File: src/kmc_pkg.sv
// Shared types and constants for the knob and tap menu controller.
package kmc_pkg;

	localparam int SAMPLE_W = 12;

	typedef enum logic [2:0] {
		SCR_HOME      = 3'd0,
		SCR_MENU      = 3'd1,
		SCR_TIMER     = 3'd2,
		SCR_STOPWATCH = 3'd3,
		SCR_ALARM     = 3'd4,
		SCR_WEATHER   = 3'd5,
		SCR_MEDIA     = 3'd6,
		SCR_STATS     = 3'd7
	} screen_t;

	localparam logic [2:0] CFG_OPEN_TH     = 3'd0;
	localparam logic [2:0] CFG_STEP_TH     = 3'd1;
	localparam logic [2:0] CFG_STEP_INT    = 3'd2;
	localparam logic [2:0] CFG_TAP_WIN     = 3'd3;
	localparam logic [2:0] CFG_MENU_TMO    = 3'd4;
	localparam logic [2:0] CFG_VOL_DBAND   = 3'd5;

	localparam logic [11:0] OPEN_TH_RST   = 12'd250;
	localparam logic [11:0] STEP_TH_RST   = 12'd200;
	localparam logic [15:0] STEP_INT_RST  = 16'd150;
	localparam logic [15:0] TAP_WIN_RST   = 16'd250;
	localparam logic [15:0] MENU_TMO_RST  = 16'd3000;
	localparam logic [6:0]  VOL_DBAND_RST = 7'd5;
	localparam logic [6:0]  VOL_RST       = 7'd50;
	localparam logic [6:0]  VOL_MAX       = 7'd100;

	// level*100/4095 as a multiply by a scaled reciprocal, exact for 12-bit levels
	localparam logic [20:0] VOL_RECIP = 21'd1638801;
	localparam int          VOL_SHIFT = 26;

	typedef struct packed {
		logic [31:0] now_ms;
		logic [11:0] knob_sample;
		logic        touch_level;
	} in_t;

	typedef struct packed {
		logic [2:0]  screen;
		logic [2:0]  menu_index;
		logic [1:0]  menu_top;
		logic [6:0]  volume;
		logic        volume_request;
		logic        toggle_request;
		logic        playing;
		logic [11:0] smoothed_level;
	} out_t;

	typedef struct packed {
		logic [11:0] open_threshold;
		logic [11:0] step_threshold;
		logic [15:0] step_interval_ms;
		logic [15:0] tap_window_ms;
		logic [15:0] menu_timeout_ms;
		logic [6:0]  volume_deadband;
	} cfg_t;

endpackage

File: src/knob_and_tap_menu_controller_core.sv
// Top level: request handshake, configuration registers, input and result registers.
// Takes one tick request per clock unless stalled and returns exactly one result per tick. The window update
// and average of a tick are registered when its request is taken, and the control logic between
// that stage and the result register is combinational, so a result is registered when that stage
// advances; throughput is one per cycle while the consumer takes results, and the result register
// holds its output while the consumer stalls. Configuration writes take effect on the next
// cycle and should only be made while no tick is in flight.
module knob_and_tap_menu_controller_core #(
	parameter int WINDOW_LEN = 5,
	parameter int MENU_ITEMS = 6
) (
	input  logic           clk,
	input  logic           arst_n,
	input  logic           in_valid,
	output logic           in_ready,
	input  kmc_pkg::in_t   in_data,
	output logic           out_valid,
	input  logic           out_ready,
	output kmc_pkg::out_t  out_data,
	input  logic           cfg_we,
	input  logic [2:0]     cfg_index,
	input  logic [15:0]    cfg_wdata
);
	import kmc_pkg::*;

	cfg_t        cfg_q;
	logic        valid_s1;
	logic [31:0] now_s1;
	logic        touch_s1;
	logic [11:0] avg_s1;
	logic        first_s1;
	logic        adv;
	logic        accept;
	out_t        res;
	out_t        out_q;
	logic        out_valid_q;

	assign adv      = valid_s1 && (!out_valid_q || out_ready);
	assign in_ready = !valid_s1 || adv;
	assign accept   = in_valid && in_ready;

	always_ff @(posedge clk or negedge arst_n) begin
		if (!arst_n) begin
			cfg_q.open_threshold   <= OPEN_TH_RST;
			cfg_q.step_threshold   <= STEP_TH_RST;
			cfg_q.step_interval_ms <= STEP_INT_RST;
			cfg_q.tap_window_ms    <= TAP_WIN_RST;
			cfg_q.menu_timeout_ms  <= MENU_TMO_RST;
			cfg_q.volume_deadband  <= VOL_DBAND_RST;
		end else if (cfg_we) begin
			case (cfg_index)
				CFG_OPEN_TH:   cfg_q.open_threshold   <= cfg_wdata[11:0];
				CFG_STEP_TH:   cfg_q.step_threshold   <= cfg_wdata[11:0];
				CFG_STEP_INT:  cfg_q.step_interval_ms <= cfg_wdata;
				CFG_TAP_WIN:   cfg_q.tap_window_ms    <= cfg_wdata;
				CFG_MENU_TMO:  cfg_q.menu_timeout_ms  <= cfg_wdata;
				CFG_VOL_DBAND: cfg_q.volume_deadband  <= cfg_wdata[6:0];
				default: ;
			endcase
		end
	end

	always_ff @(posedge clk or negedge arst_n) begin
		if (!arst_n) begin
			valid_s1    <= 1'b0;
			out_valid_q <= 1'b0;
		end else begin
			if (accept) valid_s1 <= 1'b1;
			else if (adv) valid_s1 <= 1'b0;
			if (adv) out_valid_q <= 1'b1;
			else if (out_ready) out_valid_q <= 1'b0;
		end
	end

	always_ff @(posedge clk) begin
		if (accept) begin
			now_s1   <= in_data.now_ms;
			touch_s1 <= in_data.touch_level;
		end
		if (adv) out_q <= res;
	end

	kmc_smooth #(
		.WINDOW_LEN(WINDOW_LEN)
	) u_smooth (
		.clk      (clk),
		.arst_n   (arst_n),
		.accept   (accept),
		.sample   (in_data.knob_sample),
		.avg_s1   (avg_s1),
		.first_s1 (first_s1)
	);

	kmc_ctrl #(
		.MENU_ITEMS(MENU_ITEMS)
	) u_ctrl (
		.clk         (clk),
		.arst_n      (arst_n),
		.step        (adv),
		.now_ms      (now_s1),
		.touch_level (touch_s1),
		.avg         (avg_s1),
		.first       (first_s1),
		.cfg         (cfg_q),
		.res         (res)
	);

	assign out_valid = out_valid_q;
	assign out_data  = out_q;

endmodule

File: src/kmc_smooth.sv
// Knob moving-average window with running sum; registers the average for the control stage.
module kmc_smooth #(
	parameter int WINDOW_LEN = 5
) (
	input  logic        clk,
	input  logic        arst_n,
	input  logic        accept,
	input  logic [11:0] sample,
	output logic [11:0] avg_s1,
	output logic        first_s1
);
	import kmc_pkg::*;

	localparam int POS_W   = (WINDOW_LEN > 1) ? $clog2(WINDOW_LEN) : 1;
	localparam int SUM_W   = SAMPLE_W + $clog2(WINDOW_LEN);
	localparam int SH      = SUM_W + $clog2(WINDOW_LEN) + 1;
	localparam longint RECIP_L = ((64'd1 << SH) + WINDOW_LEN - 1) / WINDOW_LEN;
	localparam logic [SH:0] RECIP = RECIP_L[SH:0];
	localparam logic [POS_W-1:0] LAST_POS = POS_W'(WINDOW_LEN - 1);
	localparam logic [SUM_W-1:0] WLEN = SUM_W'(WINDOW_LEN);

	logic [11:0]          win_q [WINDOW_LEN];
	logic [POS_W-1:0]     pos_q;
	logic [SUM_W-1:0]     sum_q;
	logic                 primed_q;
	logic [SUM_W-1:0]     sum_next;
	logic [SUM_W+SH:0]    prod;
	logic [11:0]          avg_next;
	logic [POS_W-1:0]     pos_next;

	always_comb begin
		if (!primed_q) begin
			sum_next = SUM_W'(WLEN * {{(SUM_W-12){1'b0}}, sample});
		end else begin
			sum_next = sum_q - {{(SUM_W-12){1'b0}}, win_q[pos_q]} + {{(SUM_W-12){1'b0}}, sample};
		end
		prod     = {{(SH+1){1'b0}}, sum_next} * {{SUM_W{1'b0}}, RECIP};
		avg_next = prod[SH +: 12];
		pos_next = (pos_q == LAST_POS) ? '0 : pos_q + 1'b1;
	end

	always_ff @(posedge clk or negedge arst_n) begin
		if (!arst_n) begin
			pos_q    <= '0;
			sum_q    <= '0;
			primed_q <= 1'b0;
		end else if (accept) begin
			pos_q    <= pos_next;
			sum_q    <= sum_next;
			primed_q <= 1'b1;
		end
	end

	always_ff @(posedge clk) begin
		if (accept) begin
			for (int i = 0; i < WINDOW_LEN; i++) begin
				if (!primed_q || pos_q == POS_W'(i)) begin
					win_q[i] <= sample;
				end
			end
			avg_s1   <= avg_next;
			first_s1 <= !primed_q;
		end
	end

endmodule

File: src/kmc_ctrl.sv
// Screen, menu, tap and volume state machine; one tick evaluated per step.
module kmc_ctrl #(
	parameter int MENU_ITEMS = 6
) (
	input  logic           clk,
	input  logic           arst_n,
	input  logic           step,
	input  logic [31:0]    now_ms,
	input  logic           touch_level,
	input  logic [11:0]    avg,
	input  logic           first,
	input  kmc_pkg::cfg_t  cfg,
	output kmc_pkg::out_t  res
);
	import kmc_pkg::*;

	localparam logic [2:0] LAST_IDX = 3'(MENU_ITEMS - 1);

	screen_t     screen_q, scr;
	logic [2:0]  idx_q, idx;
	logic [1:0]  top_q, top;
	logic [11:0] level_q, lvl, last;
	logic [31:0] act_q, act, stp_q, stp, tap_q, tap;
	logic [1:0]  cnt_q, cnt;
	logic        prev_touch_q;
	logic [6:0]  vol_q, vol;
	logic        playing_q, play;
	logic        vreq, treq, opened;
	logic [11:0] open_diff;
	logic [32:0] vol_prod;
	logic [6:0]  vol_calc, vol_diff;

	always_comb begin
		last      = first ? avg : level_q;
		scr       = screen_q;
		idx       = idx_q;
		top       = top_q;
		lvl       = last;
		act       = act_q;
		stp       = stp_q;
		tap       = tap_q;
		cnt       = cnt_q;
		vol       = vol_q;
		play      = playing_q;
		vreq      = 1'b0;
		treq      = 1'b0;
		opened    = 1'b0;
		open_diff = (avg > last) ? avg - last : last - avg;
		vol_prod  = {9'b0, avg} * {12'b0, VOL_RECIP};
		vol_calc  = vol_prod[VOL_SHIFT +: 7];
		vol_diff  = (vol_calc > vol_q) ? vol_calc - vol_q : vol_q - vol_calc;

		if (scr == SCR_HOME && open_diff > cfg.open_threshold) begin
			scr    = SCR_MENU;
			act    = now_ms;
			lvl    = avg;
			opened = 1'b1;
		end

		if (!opened) begin
			if (scr == SCR_MENU) begin
				if ((now_ms - stp_q) > {16'b0, cfg.step_interval_ms}) begin
					if ({1'b0, avg} > {1'b0, last} + {1'b0, cfg.step_threshold}) begin
						if (idx < LAST_IDX) idx = idx + 3'd1;
					end else if ({1'b0, avg} + {1'b0, cfg.step_threshold} < {1'b0, last}) begin
						if (idx != 3'd0) idx = idx - 3'd1;
					end
					lvl = avg;
					act = now_ms;
					stp = now_ms;
				end
				if ({1'b0, idx} >= {2'b0, top} + 4'd3) top = 2'(idx - 3'd2);
				if (idx < {1'b0, top}) top = idx[1:0];
			end
			if (scr == SCR_MEDIA && vol_diff > cfg.volume_deadband) begin
				vol  = vol_calc;
				vreq = 1'b1;
			end
		end

		if (touch_level && !prev_touch_q) begin
			if (cnt != 2'd3) cnt = cnt + 2'd1;
			tap = now_ms;
			act = now_ms;
		end

		if ((now_ms - tap) > {16'b0, cfg.tap_window_ms} && cnt != 2'd0) begin
			case (cnt)
				2'd1: begin
					if (scr == SCR_MEDIA) begin
						treq = 1'b1;
						play = !play;
					end else if (scr == SCR_MENU) begin
						scr = screen_t'(idx + 3'd2);
					end
				end
				2'd2: begin
					if (scr == SCR_MENU) scr = SCR_HOME;
					else if (scr != SCR_HOME) scr = SCR_MENU;
				end
				default: ;
			endcase
			cnt = 2'd0;
		end

		if (scr == SCR_MENU && (now_ms - act) > {16'b0, cfg.menu_timeout_ms}) scr = SCR_HOME;
	end

	always_comb begin
		res.screen         = scr;
		res.menu_index     = idx;
		res.menu_top       = top;
		res.volume         = vol;
		res.volume_request = vreq;
		res.toggle_request = treq;
		res.playing        = play;
		res.smoothed_level = avg;
	end

	always_ff @(posedge clk or negedge arst_n) begin
		if (!arst_n) begin
			screen_q     <= SCR_HOME;
			idx_q        <= '0;
			top_q        <= '0;
			level_q      <= '0;
			act_q        <= '0;
			stp_q        <= '0;
			tap_q        <= '0;
			cnt_q        <= '0;
			prev_touch_q <= 1'b0;
			vol_q        <= VOL_RST;
			playing_q    <= 1'b0;
		end else if (step) begin
			screen_q     <= scr;
			idx_q        <= idx;
			top_q        <= top;
			level_q      <= lvl;
			act_q        <= act;
			stp_q        <= stp;
			tap_q        <= tap;
			cnt_q        <= cnt;
			prev_touch_q <= touch_level;
			vol_q        <= vol;
			playing_q    <= play;
		end
	end

	a_idx_range: assert property (@(posedge clk) disable iff (!arst_n)
		idx_q <= LAST_IDX) else $error("menu index out of range");

	a_top_window: assert property (@(posedge clk) disable iff (!arst_n)
		{1'b0, top_q} <= idx_q && {1'b0, idx_q} <= {2'b0, top_q} + 4'd2)
		else $error("highlighted entry outside visible rows");

	a_vol_range: assert property (@(posedge clk) disable iff (!arst_n)
		vol_q <= VOL_MAX) else $error("volume above maximum");

	a_play_toggle: assert property (@(posedge clk) disable iff (!arst_n)
		!(step && treq) |=> $stable(playing_q)) else $error("playing changed without toggle");

	a_vol_req: assert property (@(posedge clk) disable iff (!arst_n)
		step && vreq |-> screen_q == SCR_MEDIA) else $error("volume request off media screen");

endmodule
File: config.mk
export PLATFORM = sky130hd
export DESIGN_NAME = knob_and_tap_menu_controller_core
export DESIGN_NICKNAME = d
export VERILOG_FILES = /design/src/kmc_pkg.sv /design/src/knob_and_tap_menu_controller_core.sv /design/src/kmc_smooth.sv /design/src/kmc_ctrl.sv
export SDC_FILE = /design/constraint.sdc
export NUM_CORES = 1
export LEC_CHECK = 0
export ABC_CLOCK_PERIOD_IN_PS = 27200
export BUFFER_PORTS_ARGS = -buffer_cell sky130_fd_sc_hd__buf_2
export CELL_PAD_IN_SITES_DETAIL_PLACEMENT = 1
export CELL_PAD_IN_SITES_GLOBAL_PLACEMENT = 2
export CORE_AREA = 10 10 274 276
export DETAILED_ROUTE_END_ITERATION = 10
export DIE_AREA = 0 0 284 286
export PLACE_DENSITY = 0.93
export SETUP_SLACK_MARGIN = 0.5
export SYNTH_ARGS = -nofsm -noshare
export SYNTH_HDL_FRONTEND = slang
export SYNTH_SLANG_ARGS = --single-unit
File: constraint.sdc
create_clock -name clk -period 27.2 [get_ports clk]
set_clock_uncertainty 0.1 [all_clocks]
set_input_delay 5.44 -clock clk [delete_from_list [all_inputs] [get_ports clk]]
set_output_delay 5.44 -clock clk [all_outputs]
set_load 0.03 [all_outputs]
==> metrics.yaml, run 1 <==
outcome:
  status: "finished clean"
worst_setup_path:
  crit_path_frequent_cell: "fa_1"
  path_class: "in -> reg"
  cp_slowest_stage_delay_ns: 0.65
  worstSetupEndpointType: "register"
  worst_setup_path_start_kind: "input pin"
  cell_with_the_largest_stage_delay_on_the_worst_path: "fa_1"
  worst-endpoint-arrival_ns: 14.81
  required_ns: 27.43
  path_max_fanout: 7
logic_synthesis:
  yosysUniqueCellTypes: 86
  library_cell_with_the_largest_summed_area_after_synthesis: "ha_1"
  synth-seq-cells: 363
  synth.area.top_cells: "ha_1 20%, dfrtp_1 16%, edfxtp_1 13%, fa_1 6.4%, inv_1 4.7%"
  syn-instance-count: 3192
  synth_area_per_cell_um2: 9.911
  syn_area_mm2: 0.03164
  number_of_flops_mapped_to_enable_cells_by_yosys: 136
  synth_fp_nets: 3859
  seq_area_frac_synth_pct: 30.99
  yosysTopAreaCellShare_pct: 19.66
  yosys_warnings: 0
  ys_async_sr_fraction_pct: 62.53
  postSynth.topFlopCell: "dfrtp_1"
sta:
  final_max_slew_viol_count: 0
  fmax_mhz: 68.56
  setup_total_negative_slack_ns: 0
  finalHoldViolCount: 0
  finalSetupViolations: 0
  tightestPinTransition_ns: 1.205
  grt_setup_unrepaired: "false"
  slew-limit-headroom_pct: 19.46
  layout_setup_ws_ns: 12.61
  min_period_over_period_pct: 53.63
  min_period_ns: 14.59
detailed_routing:
  final_antenna_net_count: 0
  detail_route.vias_per_cell: 5.745
  detail_route.drc_violations: 0
  vias_after_detailed_routing: 24520
  wl_per_cell_um: 21.57
  drt_first_iter_violations: 1272
  route.final.wire_length_um: 92080
  detailedRoute.firstPassIterationCount: 5
global_routing:
  first_pass_grt_wire_length_um: 149300
  gr-usage-all-layers_pct: 22.55
  grt_antenna_before_repair: 1
  global_route.overflow_total: 0
  largest_net_degree_at_the_start_of_global_routing: 98
  grt_pass1_vias: 27280
clocking:
  clk_root_buffer_cell: "clkbuf_16"
  htreeDepth: 2
  cts_setup_buffers: 0
  tritoncts_num_sinks: 363
  cts_hold_buf: 0
  cts.reportedPaths.clkPinSlew_ns: 0.06
  cts_resized: 0
  cts-buffers-inserted: 46
  cts_tree: "built"
  worst_skew_pair.late_latency_ns: 0.60
  cts.path.max_buffers: 3
placed_design:
  post-place-ws_ns: 12.01
  place.port_buffers: 100
  place.gp.congestion: 0.8956
  place.detailed.hpwl_um: 71890
layout:
  final_nets: 3958
  layout-drive-gt1-share_pct: 11.93
  antenna_cells: 0
  num-fill-cells: 7795
  syn2layout_area_growth_pct: 9.828
die:
  floorplan.initialDensity_pct: 45.49
  core_region_area_mm2: 0.06954
  die_area_mm2: 0.08122
  rows: 97
  floorplan.die.width_um: 284
  die-height_um: 286
  i_o_pins: 101
min_path:
  worstHoldPathType: "reg -> reg"
run:
  max_cap_viol_count: 0
-- state kept, by name (all words and copies together), names as in the netlist, 7 cells and up --
| signal | flops |
|---|---|
| u_ctrl.level_q | 12 |
| now_s1 | 32 |
| u_ctrl.stp_q | 32 |
| cfg_q | 79 |
| u_ctrl.tap_q | 32 |
| u_ctrl.act_q | 32 |
| u_smooth.win_q | 60 |
| u_smooth.avg_s1 | 12 |
| out_data | 30 |
| u_smooth.sum_q | 15 |
| u_ctrl.vol_q | 7 |
-- path summary, 6_finish.rpt --
path / startpoint / end / slack [ns] / cells after the start
min in group asynchronous: arst_n / cfg_q[1]$_DFFE_PN0P_ / 4.80 / 1
min: u_ctrl.act_q[10]$_DFFE_PN0P_ / u_ctrl.act_q[10]$_DFFE_PN0P_ / 0.39 / 1
max reg2reg: u_smooth.first_s1$_DFFE_PP_ / u_ctrl.screen_q[0]$_DFFE_PN0P_ / 14.20 / 48
max in group asynchronous: arst_n / u_ctrl.act_q[21]$_DFFE_PN0P_ / 20.64 / 2
min reg2reg: u_ctrl.act_q[10]$_DFFE_PN0P_ / u_ctrl.act_q[10]$_DFFE_PN0P_ / 0.39 / 1
max: in_data[2] / u_smooth.avg_s1[11]$_DFFE_PP_ / 12.61 / 34
-- stage by stage --
stage	utilization, %	std cells	hold slack [ns]	area, um2
floorplan	-	3192	0.3492	31640
finish	49.96	4268	0.3876	34740
detailed placement	47.77	4183	0.3747	33220
CTS	49.96	4268	0.3905	34740
global placement	47.77	4183	0.3608	33220
global route	49.96	4268	0.4063	34740
-- critical path, delay by kind of cell --
family	cells	cell delay [ns]
compound gates	16	3.80
simple gates	3	0.32
mux	1	0.31
buf+inv	3	0.35
fa+ha+maj	9	4.34
xor+xnor	2	0.24
-- cell type report --
class / instances / area, um2 / share of cell area (%)
sequential: 363 / 9803 / 28.21
multi-input combinational: 2359 / 20050 / 57.71
clock inverter: 15 / 152.6 / 0.4393
inverter: 395 / 1483 / 4.267
timing repair buffer: 126 / 705.7 / 2.031
tap: 940 / 1176 / 3.385
clock buffer: 70 / 1374 / 3.954
-- Yosys cell counts (8+ instances only) --
| master | n |
|---|---|
| ha_1 | 497 |
| inv_1 | 392 |
| nand2_1 | 241 |
| dfrtp_1 | 196 |
| o21ai_0 | 193 |
| a21oi_1 | 190 |
| edfxtp_1 | 136 |
| mux2_2 | 127 |
| nor2_1 | 121 |
| fa_1 | 101 |
| mux2i_1 | 92 |
| a21o_1 | 91 |
| xnor2_1 | 73 |
| xor2_1 | 53 |
| clkbuf_1 | 51 |
| nand3_1 | 47 |
| o21a_1 | 38 |
| nand2b_1 | 37 |
| nor3_1 | 36 |
| nor2b_1 | 33 |
| dfstp_2 | 31 |
| nand4_1 | 31 |
| mux2_1 | 30 |
| a211oi_1 | 24 |
| o21bai_1 | 24 |
| o211ai_1 | 21 |
| and3_1 | 20 |
| or3_1 | 17 |
| a31oi_1 | 16 |
| nor4_1 | 14 |
| buf_2 | 13 |
| mux4_2 | 12 |
| a221oi_1 | 11 |
| o31ai_1 | 10 |
| a22oi_1 | 9 |
| and2_1 | 9 |
| and4_1 | 8 |
| nor3b_1 | 8 |
-- layout by cell type, fill, tap and decap left out, types with 30 or more instances in the layout --
cell / n
nor3_1: 35
dfrtp_1: 196
nand2_1: 240
fa_1: 101
inv_1: 391
buf_2: 99
xnor2_1: 73
dfstp_2: 31
nor2b_1: 33
a21o_1: 91
a21oi_1: 190
clkbuf_16: 48
o21a_1: 38
o21ai_0: 193
mux2_2: 127
xor2_1: 53
nand4_1: 31
edfxtp_1: 136
nand3_1: 47
nand2b_1: 36
ha_1: 497
nor2_1: 120
mux2_1: 30
mux2i_1: 92
-- layer usage --
| metal | GRT usage, % | vias up | routed length (um) |
|---|---|---|---|
| met1 | 29.43 | 12450 | 42740 |
| met3 | 2.775 | 144 | 2887 |
| met5 | 0 | - | 0 |
| met4 | 5.913 | 0 | 2240 |
| met2 | 39.06 | 360 | 44210 |
| li1 | - | 11560 | - |
-- kinds of logic after synthesis --
| kind of cell | count (synthesis) | synth area share [%] |
|---|---|---|
| mux | 262 | 9.401 |
| flops | 363 | 30.99 |
| simple gates | 660 | 10.19 |
| buf+inv | 470 | 5.711 |
| xor+xnor | 126 | 3.488 |
| compound gates | 713 | 14.18 |
| fa+ha+maj | 598 | 26.05 |
Power of run 1 is left out: the tool's default activity adds up to more than one toggle a clock period on the data nets, which glitch-free logic cannot reach.
==> run 2, diff against run 1 <==
Settings changed: ABC_CLOCK_PERIOD_IN_PS 27200 to 14950, CORE_AREA 10 10 274 276 to 10 10 286 288, DIE_AREA 0 0 284 286 to 0 0 296 298, PLACE_DENSITY 0.93 to 0.86.
Clock period 27.2 ns to 14.95 ns, I/O delays scaled along.
==> run 2 against run 1 <==
Cell count rose by 0.94%. Register-to-register slack got worse by 12 ns. Sequential share of layout area down 0.087 points. Die area grew 8.6%. Global-route usage decreased by 2.0 points. Cell area increased by 0.31%. Via count down 1.3%. Non-clock buffer count shrank 2. Critical path depth up 14. Largest cell class unchanged.
==> metrics.yaml, run 2 (synthesis gave the netlist of run 1 again) <==
min_path:
  hold_path_startpoint: "u_ctrl.level_q[1]$_DFFE_PN0P_"
  worstHoldPathType: "reg -> reg"
  worst_hold_path.endpoint: "u_ctrl.level_q[1]$_DFFE_PN0P_"
  worstHoldPathCells: 2  # +1
worst_setup_path:
  rr_worst_depth: 48  # unchanged
  worst_case_register_to_register_setup_slack_ns: 2.16  # -12.04 ns
  worst_path_dominant_cell_family: "compound AO/OA/AOI/OAI gates"
  timing.critical_path.buf_inv: 5  # +2
  worst-endpoint-arrival_ns: 13.19  # -1.62 ns
  crit_path_frequent_cell: "a21oi_1"
  path_max_fanout: 34  # +27
  launch_instance_of_the_worst_register_to_register_path: "u_smooth.first_s1$_DFFE_PP_"
  path_class: "reg -> reg"
  worstSetupEndpointType: "register"
  worst_setup_path_start_kind: "register"
  cell_with_the_largest_stage_delay_on_the_worst_path: "edfxtp_1"
  cp_slowest_stage_delay_ns: 0.88  # +0.23 ns
  required_ns: 15.35  # -12.08 ns
  regToRegEndpoint: "u_ctrl.screen_q[0]$_DFFE_PN0P_"
sta:
  tightestPinTransition_ns: 1.302  # +0.09699 ns
  min_period_ns: 12.79
  grt_setup_unrepaired: "false"
  min_period_over_period_pct: 85.55
  finalSetupViolations: 0  # unchanged
  fmax_mhz: 78.19
  slew-limit-headroom_pct: 12.97  # -6.5 points
  final_max_slew_viol_count: 0  # unchanged
  finalHoldViolCount: 0  # unchanged
  setup_total_negative_slack_ns: 0  # unchanged
detailed_routing:
  final_antenna_net_count: 0  # unchanged
  vias_after_detailed_routing: 24210  # -1.3%
  wl_per_cell_um: 21.11  # -2.1%
  detail_route.vias_per_cell: 5.619  # -2.2%
  drt_first_iter_violations: 1073  # -16%
  detail_route.drc_violations: 0  # unchanged
  detailedRoute.firstPassIterationCount: 5  # unchanged
  route.final.wire_length_um: 90960  # -1.2%
clocking:
  tritoncts_num_sinks: 363  # unchanged
  cts_tree: "built"
  cts_setup_buffers: 0  # unchanged
  cts_resized: 0  # unchanged
  cts-buffers-inserted: 48  # +4.3%
  worst_skew_pair.late_latency_ns: 0.59  # about the same
  htreeDepth: 2  # unchanged
  clk_root_buffer_cell: "clkbuf_16"
  cts_hold_buf: 0  # unchanged
  cts.path.max_buffers: 3  # unchanged
  cts.reportedPaths.clkPinSlew_ns: 0.06  # about the same
die:
  die_area_mm2: 0.08821  # +8.6%
  die-height_um: 298  # +4.2%
  core_region_area_mm2: 0.07570  # +8.8%
  floorplan.die.width_um: 296  # +4.2%
  floorplan.initialDensity_pct: 41.79  # -3.7 points
  i_o_pins: 101  # unchanged
  rows: 101  # +4.1%
global_routing:
  first_pass_grt_wire_length_um: 146400  # -2.0%
  grt_antenna_before_repair: 2  # +1
  grt_pass1_vias: 26730  # -2.0%
  gr-usage-all-layers_pct: 20.51  # -2.0 points
  largest_net_degree_at_the_start_of_global_routing: 158  # +61%
  global_route.overflow_total: 0  # unchanged
layout:
  layout-drive-gt1-share_pct: 11.93  # about the same
  largestRegisters: "cfg_q x79, u_smooth.win_q x60"
  multi_input_comb_area_mm2: 0.02005  # about the same
  layout_commonest_cell: "ha_1"
  layout.cells.non_filler: 4308  # +0.94%
  final_nets: 3958  # unchanged
  final_cell_mix: "497 x ha_1, 391 x inv_1, 241 x nand2_1, 196 x dfrtp_1, 193 x o21ai_0"
  number_of_flip_flops_in_the_largest_register: 79  # unchanged
  area.sequential_mm2: 0.009803  # unchanged
  syn2layout_area_growth_pct: 10.17
  num-fill-cells: 8445  # +8.3%
  finish.instance_area_mm2: 0.03485  # +0.31%
  top_register: "cfg_q"
placed_design:
  place.detailed.hpwl_um: 71350  # -0.75%
  place.gp.congestion: 0.8699  # -2.9%
  place.port_buffers: 100  # unchanged
  placed_area_mm2: 0.03326  # +0.13%
  dpl.cell_count: 4219  # +0.86%
outcome:
  status: "finished clean"
run:
  max_cap_viol_count: 0  # unchanged
-- run 2: worst min-delay path, delay by kind of cell (launching register included) --
family | cells | cell delay, ns
flops | 1 | 0.33
compound gates | 1 | 0.06
simple gates | 1 | 0.05
-- run 2: per-layer routing --
metal  wire, um  part of all wire [%]  track usage, %  vias to the layer above
li1           -                     -               -                    11560
met1      42390                    47           27.41                    12160
met2      42490                    47           34.08                      364
met3       3705                   4.1           3.057                      119
met4       2370                   2.6           5.495                        0
met5          0                     0               0                        -
-- run 2: final cells by class --
cell class | instances | share of cell area (%)
diodes | 1 | 0.007180
well taps | 978 | 3.511
multi-input cells | 2359 | 57.52
flip-flops and latches | 363 | 28.13
clock buffers | 66 | 3.902
clock inverters | 22 | 0.6570
inverters | 395 | 4.254
repair buffers | 124 | 2.018
-- run 2: worst max path at each step --
stage                                           start                             end  slack (ns)  depth (start not counted)
after detailed placement                   in_data[2]   u_smooth.avg_s1[11]$_DFFE_PP_        2.23                         34
after global placement                     in_data[2]   u_smooth.avg_s1[11]$_DFFE_PP_        2.50                         34
after global routing      u_smooth.first_s1$_DFFE_PP_  u_ctrl.screen_q[0]$_DFFE_PN0P_        1.27                         48
final                     u_smooth.first_s1$_DFFE_PP_  u_ctrl.screen_q[0]$_DFFE_PN0P_        2.16                         48
after floorplan                            in_data[2]   u_smooth.avg_s1[11]$_DFFE_PP_        3.45                         33
after CTS                 u_smooth.first_s1$_DFFE_PP_  u_ctrl.screen_q[0]$_DFFE_PN0P_        2.35                         48
-- run 2: through the flow --
stage | setup slack [ns] | hold WS [ns] | utilization, %
global route | 1.272 | 0.3989 | 46.04
CTS | 2.349 | 0.3885 | 46.04
global placement | 2.499 | 0.3607 | 43.94
floorplan | 3.446 | 0.3492 | -
detailed placement | 2.226 | 0.3761 | 43.94
finish | 2.161 | 0.3806 | 46.04
Power of run 2 is left out for the same reason.
==> run 3, diff against run 2 <==
Settings changed: CTS_BUF_LIST from default to sky130_fd_sc_hd__clkbuf_8 sky130_fd_sc_hd__clkbuf_16.
==> run 3 against run 2 <==
Worst hold slack is essentially flat. First-iteration DRC count shrank 0.37%. Sequential share of layout area unchanged. Via count is essentially flat. Utilization did not move. Critical endpoint unchanged.
==> metrics.yaml, run 3 (synthesis gave the netlist of run 1 again) <==
worst_setup_path:
  rr_worst_depth: 48  # unchanged
  launch_instance_of_the_worst_register_to_register_path: "u_smooth.first_s1$_DFFE_PP_"
  worst-endpoint-arrival_ns: 13.17  # -0.02 ns
  crit_path_frequent_cell: "a21oi_1"
  worstSetupEndpointType: "register"
  path_max_fanout: 34  # unchanged
  cp_slowest_stage_delay_ns: 0.88  # about the same
  required_ns: 15.35  # about the same
  path_class: "reg -> reg"
  regToRegEndpoint: "u_ctrl.screen_q[0]$_DFFE_PN0P_"
  cell_with_the_largest_stage_delay_on_the_worst_path: "edfxtp_1"
  worst_setup_path_start_kind: "register"
  worst_case_register_to_register_setup_slack_ns: 2.19  # +0.02 ns
outcome:
  status: "finished clean"
clocking:
  htreeDepth: 2  # unchanged
  clk_root_buffer_cell: "clkbuf_16"
  worst_skew_pair.late_latency_ns: 0.59  # about the same
  cts_resized: 0  # unchanged
  cts_hold_buf: 0  # unchanged
  cts.reportedPaths.clkPinSlew_ns: 0.06  # about the same
  cts_tree: "built"
  cts_setup_buffers: 0  # unchanged
  cts.path.max_buffers: 3  # unchanged
  tritoncts_num_sinks: 363  # unchanged
  cts-buffers-inserted: 48  # unchanged
layout:
  number_of_flip_flops_in_the_largest_register: 79  # unchanged
  multi_input_comb_area_mm2: 0.02005  # unchanged
  layout_commonest_cell: "ha_1"
  num-fill-cells: 8445  # unchanged
  layout-drive-gt1-share_pct: 11.93  # unchanged
  top_register: "cfg_q"
  area.sequential_mm2: 0.009803  # unchanged
  largestRegisters: "cfg_q x79, u_smooth.win_q x60"
  final_nets: 3958  # unchanged
  syn2layout_area_growth_pct: 10.17  # unchanged
  final_cell_mix: "497 x ha_1, 401 x inv_1, 241 x nand2_1, 196 x dfrtp_1, 193 x o21ai_0"
placed_design:
  place.gp.congestion: 0.8699  # unchanged
  post-place-ws_ns: 2.226  # unchanged
  place.port_buffers: 100  # unchanged
  place.detailed.hpwl_um: 71350  # unchanged
detailed_routing:
  drt_first_iter_violations: 1069  # -0.37%
  vias_after_detailed_routing: 24200  # -0.041%
  detailedRoute.firstPassIterationCount: 5  # unchanged
  detail_route.vias_per_cell: 5.617  # about the same
  wl_per_cell_um: 21.11  # about the same
  final_antenna_net_count: 0  # unchanged
  route.final.wire_length_um: 90940  # about the same
  detail_route.drc_violations: 0  # unchanged
die:
  floorplan.initialDensity_pct: 41.79  # unchanged
  rows: 101  # unchanged
  floorplan.die.width_um: 296  # unchanged
  die-height_um: 298  # unchanged
  i_o_pins: 101  # unchanged
  core_region_area_mm2: 0.07570  # unchanged
  die_area_mm2: 0.08821  # unchanged
global_routing:
  largest_net_degree_at_the_start_of_global_routing: 158  # unchanged
  first_pass_grt_wire_length_um: 146300  # about the same
  grt_pass1_vias: 26730  # -0.019%
  grt_antenna_before_repair: 2  # unchanged
  global_route.overflow_total: 0  # unchanged
  gr-usage-all-layers_pct: 20.51  # about the same
sta:
  finalHoldViolCount: 0  # unchanged
  final.hold.worst_slack_ns: 0.3807  # +0.0001320 ns
  fmax_mhz: 78.34  # +0.19%
  setup_total_negative_slack_ns: 0  # unchanged
  tightestPinTransition_ns: 1.297  # -0.004806 ns
  min_period_over_period_pct: 85.38  # -0.17 points
  final_max_slew_viol_count: 0  # unchanged
  min_period_ns: 12.76  # -0.02470 ns
  layout_setup_ws_ns: 2.185  # +0.02470 ns
  finalSetupViolations: 0  # unchanged
  grt_setup_unrepaired: "false"
  slew-limit-headroom_pct: 13.30  # +0.32 points
min_path:
  hold_path_startpoint: "u_ctrl.level_q[1]$_DFFE_PN0P_"
  worstHoldPathType: "reg -> reg"
  worst_hold_path.endpoint: "u_ctrl.level_q[1]$_DFFE_PN0P_"
  worstHoldPathCells: 2  # unchanged
run:
  max_cap_viol_count: 0  # unchanged
run 3: cell count changes in the layout (fill, tap and decap cells not counted):
cell / delta
inv_1: +10
clkbuf_1: -10
run 3: metal layers:
| layer | GRT usage, % | wire length (um) | vias to the layer above |
|---|---|---|---|
| met3 | 3.049 | 3611 | 119 |
| li1 | - | - | 11560 |
| met1 | 27.41 | 42470 | 12150 |
| met2 | 34.12 | 42530 | 364 |
| met5 | 0 | 0 | - |
| met4 | 5.411 | 2329 | 0 |
run 3: worst max path at each step:
| stage | slack, ns | startpoint | to | cells after the start |
|---|---|---|---|---|
| after global placement | 2.50 | in_data[2] | u_smooth.avg_s1[11]$_DFFE_PP_ | 34 |
| after CTS | 2.35 | u_smooth.first_s1$_DFFE_PP_ | u_ctrl.screen_q[0]$_DFFE_PN0P_ | 48 |
| final | 2.19 | u_smooth.first_s1$_DFFE_PP_ | u_ctrl.screen_q[0]$_DFFE_PN0P_ | 48 |
| after global routing | 1.27 | u_smooth.first_s1$_DFFE_PP_ | u_ctrl.screen_q[0]$_DFFE_PN0P_ | 48 |
| after floorplan | 3.45 | in_data[2] | u_smooth.avg_s1[11]$_DFFE_PP_ | 33 |
| after detailed placement | 2.23 | in_data[2] | u_smooth.avg_s1[11]$_DFFE_PP_ | 34 |
run 3: critical path, delay by kind of cell (launching register included):
kind | cells | cell delay (ns)
compound gates | 20 | 4.08
simple gates | 14 | 3.32
fa+ha+maj | 5 | 1.52
buf+inv | 5 | 1.40
flops | 1 | 0.88
mux | 2 | 0.84
xor+xnor | 2 | 0.47
run 3: layout make-up:
type	instances	share of cell area, %
Multi-Input combinational cell	2359	57.52
Clock buffer	56	3.795
Clock inverter	32	0.7647
Antenna cell	1	0.007180
Tap cell	978	3.511
Timing Repair Buffer	124	2.018
Sequential cell	363	28.13
Inverter	395	4.254
run 3: metrics by stage:
stage	util (%)	instances	area (um2)
after floorplan	-	3192	31640
after global placement	43.94	4219	33260
after detailed placement	43.94	4219	33260
after CTS	46.04	4307	34850
after global routing	46.04	4307	34850
final	46.04	4308	34850
Power of run 3 is left out for the same reason.
